`src/rtl/drl_pkg.sv`:
```
// Shared constants, codes and types for the dense rank lookup block.
// No dependencies; imported by drl_search and dense_rank_lookup.
`default_nettype none

package drl_pkg;

  localparam int TABLE_DEPTH = 256;
  localparam int VALUE_W     = 31;
  localparam int FUNC_W      = 2;
  localparam int RANK_W      = 9;
  // count holds 0..TABLE_DEPTH, address holds 0..TABLE_DEPTH-1
  localparam int CNT_W       = $clog2(TABLE_DEPTH + 1);
  localparam int ADDR_W      = (TABLE_DEPTH > 1) ? $clog2(TABLE_DEPTH) : 1;

  localparam logic [FUNC_W-1:0] FUNC_LOAD  = 2'd0;
  localparam logic [FUNC_W-1:0] FUNC_QUERY = 2'd1;
  localparam logic [FUNC_W-1:0] FUNC_CLEAR = 2'd2;

  // query start request, top level to search engine
  typedef struct packed {
    logic               start;
    logic [VALUE_W-1:0] value;
    logic [CNT_W-1:0]   count;
  } drl_req_t;

  // table read port request, search engine to RAM
  typedef struct packed {
    logic              en;
    logic [ADDR_W-1:0] addr;
  } drl_rd_t;

endpackage

`default_nettype wire

```
`src/rtl/drl_search.sv`:
```
// Binary search engine over the sorted score table, with the result register.
// Depends on drl_pkg; reads the table through an external drl_ram.
`default_nettype none

module drl_search
  import drl_pkg::*;
(
  input  wire logic               clk,
  input  wire logic               rst,
  input  wire drl_req_t           req,
  output drl_rd_t                 rd,
  input  wire logic [VALUE_W-1:0] rd_data,
  output logic                    busy,
  output logic                    out_valid,
  input  wire logic               out_ready,
  output logic      [RANK_W-1:0]  rank
);

  localparam logic [1:0] ST_IDLE   = 2'd0;
  localparam logic [1:0] ST_SEARCH = 2'd1;
  localparam logic [1:0] ST_DONE   = 2'd2;

  logic [1:0]         state;
  logic [CNT_W-1:0]   lo;
  logic [CNT_W-1:0]   hi;
  logic [CNT_W-1:0]   mid;
  logic [CNT_W-1:0]   count_q;
  logic [VALUE_W-1:0] value_q;

  logic [CNT_W-1:0] lo_next;
  logic [CNT_W-1:0] hi_next;
  logic [CNT_W:0]   sum_next;
  logic [CNT_W-1:0] mid_next;
  logic [CNT_W-1:0] mid_start;
  logic             more;
  logic             push;

  // entry at mid is above the query: rank lies beyond it
  always_comb begin
    if (rd_data > value_q) begin
      lo_next = mid + CNT_W'(1);
      hi_next = hi;
    end else begin
      lo_next = lo;
      hi_next = mid;
    end
    sum_next  = {1'b0, lo_next} + {1'b0, hi_next};
    mid_next  = sum_next[CNT_W:1];
    mid_start = req.count >> 1;
    more      = lo_next < hi_next;
  end

  assign busy = (state != ST_IDLE);
  assign push = (state == ST_DONE) && (!out_valid || out_ready);

  always_comb begin
    rd.en   = 1'b0;
    rd.addr = mid_next[ADDR_W-1:0];
    unique case (state)
      ST_IDLE: begin
        rd.en   = req.start && (req.count != '0);
        rd.addr = mid_start[ADDR_W-1:0];
      end
      ST_SEARCH: begin
        rd.en = more;
      end
      default: begin
        rd.en = 1'b0;
      end
    endcase
  end

  always_ff @(posedge clk) begin
    if (rst) begin
      state     <= ST_IDLE;
      out_valid <= 1'b0;
    end else begin
      if (out_ready) begin
        out_valid <= 1'b0;
      end
      unique case (state)
        ST_IDLE: begin
          if (req.start) begin
            state <= (req.count != '0) ? ST_SEARCH : ST_DONE;
          end
        end
        ST_SEARCH: begin
          if (!more) begin
            state <= ST_DONE;
          end
        end
        ST_DONE: begin
          if (push) begin
            out_valid <= 1'b1;
            state     <= ST_IDLE;
          end
        end
        default: begin
          state <= ST_IDLE;
        end
      endcase
    end
  end

  always_ff @(posedge clk) begin
    if (state == ST_IDLE && req.start) begin
      value_q <= req.value;
      count_q <= req.count;
      lo      <= '0;
      hi      <= req.count;
      mid     <= mid_start;
    end else if (state == ST_SEARCH) begin
      lo  <= lo_next;
      hi  <= hi_next;
      mid <= mid_next;
    end
    if (push) begin
      rank <= RANK_W'(lo) + RANK_W'(1);
    end
  end

  a_search_window: assert property (@(posedge clk) disable iff (rst)
    state == ST_SEARCH |-> lo < hi && hi <= count_q)
    else $error("search window empty or beyond table fill");

  a_read_in_fill: assert property (@(posedge clk) disable iff (rst)
    rd.en && state == ST_SEARCH |-> CNT_W'(rd.addr) < count_q)
    else $error("table read beyond filled entries");

  a_start_idle: assert property (@(posedge clk) disable iff (rst)
    req.start |-> state == ST_IDLE)
    else $error("query started while engine busy");

  a_done_push: assert property (@(posedge clk) disable iff (rst)
    state == ST_DONE && !out_valid |=> out_valid && state == ST_IDLE)
    else $error("finished result not moved to output register");

endmodule

`default_nettype wire

```
`config.mk`:
```
export PLATFORM = sky130hd
export DESIGN_NAME = drl_search
export DESIGN_NICKNAME = d
export VERILOG_FILES = /design/src/rtl/drl_pkg.sv /design/src/rtl/drl_search.sv
export SDC_FILE = /design/constraint.sdc
export NUM_CORES = 1
export LEC_CHECK = 0
export BUFFER_PORTS_ARGS = -buffer_cell sky130_fd_sc_hd__buf_2
export CORE_ASPECT_RATIO = 0.8
export CORE_MARGIN = 2
export CORE_UTILIZATION = 57
export CTS_BUF_LIST = sky130_fd_sc_hd__clkbuf_4 sky130_fd_sc_hd__clkbuf_8
export CTS_CLUSTER_SIZE = 12
export DETAILED_ROUTE_END_ITERATION = 10
export GPL_TIMING_DRIVEN = 0
export PLACE_DENSITY = 0.83
export REMOVE_ABC_BUFFERS = 1
export SLEW_MARGIN = 20
export SYNTH_ARGS = -nofsm -noshare
export SYNTH_HDL_FRONTEND = slang
export SYNTH_SLANG_ARGS = --single-unit
```
`constraint.sdc`:
```
create_clock -name clk -period 5.55 [get_ports clk]
set_input_delay 0.2775 -clock clk [delete_from_list [all_inputs] [get_ports clk]]
set_output_delay 0.2775 -clock clk [all_outputs]
set_load 0.005 [all_outputs]
```
==> results.md <==
- Minimum clock period: 5.32 ns
- Worst VDD drop: 0.000324 V
- Vias/cell: 5.56
- R2R cell count: 18
- CTS H-tree lvls: 3
- Drt drc: 0
- Num CTS Buffers: 9
- Achievable clock frequency: 188 MHz
- Worst skew pair latency: 0.35 ns
- WP data required: 5.27 ns
- Number of synthesized register bits: 70
- Relative slew margins: 27.1%
- DRT antenna net count: 0
- DIE AREA: 8490 µm²
- CTS tree: built
- HPWL Detailed: 7460 µm
- # setup viols final: 0
- Diode count: 0
- Syn Inst Count: 442
- Top post-synthesis cells by count: edfxtp_1 (57), nand2_1 (54), ha_1 (49), inv_1 (49), a21oi_1 (30)
- Crit end category: output port
- Share of cells above drive strength 1: 23.0%
- Setup TNS: 0 ns
- RD Place Congestion: 0.873
- Chip height: 82.8 µm
- Root Buffer: clkbuf_8
- Filler cells: 561
- Reg clk slew, reported paths: 0.08 ns
- Worst reg-to-reg setup slack: 0.85 ns
- Final worst-path setup slack: 0.230 ns
- Leakage: 0.00246 µW
- Share of the synthesized area in the top cell type: 38.7%
- Num Clock Sinks: 70
- Area leader, netlist: edfxtp_1
- # IOs: 95
- Syn. warnings: 0
- Hold path endpoint: value_q[13]
- Outcome: finished clean
- Critical Path Fanout Max: 24
- CP Data Arrival Time: 5.04 ns
- Final setup skew: 0.0181 ns
- Number of DRC markers in iteration 0: 240
- Largest net degree at the start of global routing: 33
- Final count of hold timing violations: 0
- WL/cell: 15.0 µm
- Hold Path Stages: 1
- Min-delay src: req[22]
- Crit Path Class: reg2out
- Number of global-route vias before repair: 3592
- Initial antenna violation count: 0
- Async SR Flop Fraction: 0%
- Cell row count: 28
- Part of the cycle the worst path needs: 95.9%
- RSZ-0062 raised after global routing: no
- Final design area excluding fillers: 5230 µm²
- Pre-antenna DRT Iters: 4
- Port-buffer cells: 94
- DP Area: 5030 µm²
- Setup WS pre-CTS: 0.418 ns
- Grt ovf: 0
- Max-slew violations: 0
- Max-cap violations: 0
- Critical R2R Launch: value_q[25]
- Setup crit start kind: flop
- Number of flops mapped to enable cells by yosys: 57
- Min-Delay Path Class: in2reg
- Core area: 7460 µm²
- Via count: 3605
- Mean Syn Cell Area: 10.0 µm²
- Area Growth Syn to Fin: 18.1%
- Yosys cell types: 51
- Most common cell in the netlist: edfxtp_1
- Worst-margin pin slew: 1.09 ns
- Hold-fix buffers, CTS: 0
- Die width: 103 µm
- Synth top area cells: edfxtp_1 (39%), ha_1 (14%), dfxtp_1 (5.9%)
- First-pass GRT wire length: 15700 µm
- PD cells: 587 nW/µm²
- Nets@finish: 664
- Max Root-Sink Buffers: 2
- Seq/Total Area, Yosys: 44.5%
- Mapped Area: 4430 µm²
- FF-to-FF End: mid[7]
- Main flop type after synthesis: edfxtp_1
- Initial Util: 59.3%
- Tot GR Track Use: 23.8%
- Routed WL: 9720 µm
-- what timing repair did --
item | in CTS | in global routing
gates resized for setup | 0 | 2
endpoints found under the hold margin | 0 | 0
setup endpoints to repair | 0 | 3
setup buffers | 0 | 1
-- logic make-up after synthesis --
family	after synthesis	share of synthesized area, %
buf+inv	61	5.59
fa+ha+maj	50	14.3
simple gates	142	15.9
xor+xnor	16	3.16
flops	70	44.5
compound gates	88	13.0
mux	15	3.50
-- sequential cells by signal, indices dropped and copies added, names as in the netlist --
| name | flops |
|---|---|
| hi | 9 |
| mid | 9 |
| rank | 9 |
| out_valid | 1 |
| state | 2 |
| value_q | 31 |
| lo | 9 |
-- worst max-delay path, cell delays in order (launching register included) --
cell and delay (ns):
edfxtp_1 0.32, inv_1 0.04, ha_1 0.31, nand4_1 0.24
nor4_4 0.37, nand2_1 0.16, a22o_1 0.29, a31oi_4 0.22
buf_16 0.19, mux2_2 0.41, fa_1 0.47, nor2b_1 0.15
o21ai_0 0.23, a21boi_0 0.19, o21a_1 0.22, o21ai_0 0.16
a21oi_1 0.12, o21a_1 0.21, o31ai_1 0.23, buf_2 0.17
-- worst max-delay path by stage --
stage            end  slack [ns]        start  cells past startpoint
3_3_place_gp   rd[7]       -0.09  rd_data[13]                     19
5_1_grt        rd[7]        0.03  value_q[25]                     20
4_1_cts        rd[7]        0.04  value_q[13]                     20
3_5_place_dp   rd[7]        0.42  rd_data[13]                     20
2_1_floorplan  rd[7]        0.67  value_q[22]                     17
6_report       rd[7]        0.23  value_q[25]                     19
-- power by group --
group | switching [µW] | internal [µW]
Clock | 195 | 204
Combinational | 1020 | 685
Sequential | 123 | 845
Total | 1340 | 1730
-- layer usage --
metal  vias up  wire length, µm  GRT usage [%]
met5         -                0              0
met4         0              266           11.6
met3        24              527           4.04
met2       133             4610           38.9
met1      1668             4310           30.2
li1       1780                -              -
-- through the flow --
stage	hold WS (ns)	util, %	power (µW)	instances
after floorplan	0.347	-	2130	431
after global placement	0.454	66.6	2520	630
after detailed placement	0.456	67.4	2640	632
after CTS	0.0827	69.8	3050	647
after global routing	0.0844	70.1	3300	648
final	0.0970	70.1	3070	648
-- layout by cell type (no fill, tap or decap), drive strengths merged, types with 5 or more instances in the layout --
master / n
inv: 50
xnor2: 9
o31ai: 5
ha: 49
edfxtp: 57
mux2i: 11
nand3: 18
nand4: 10
a21oi: 30
xor2: 7
and3: 6
nand2: 54
clkbuf: 9
nand2b: 6
a22o: 7
o21ai: 18
nor2: 24
dfxtp: 13
nor3: 5
buf: 97
nor4: 5
-- cell type report --
class / instances / area (µm²) / share of cell area (%)
Clock buffer: 9 / 124 / 2.37
Clock inverter: 6 / 61.3 / 1.17
Inverter: 50 / 188 / 3.59
Multi-Input combinational cell: 311 / 2230 / 42.6
Sequential cell: 70 / 1970 / 37.7
Tap cell: 105 / 131 / 2.51
Timing Repair Buffer: 97 / 526 / 10.0
Note: power is estimated with default switching activity, not from simulation.
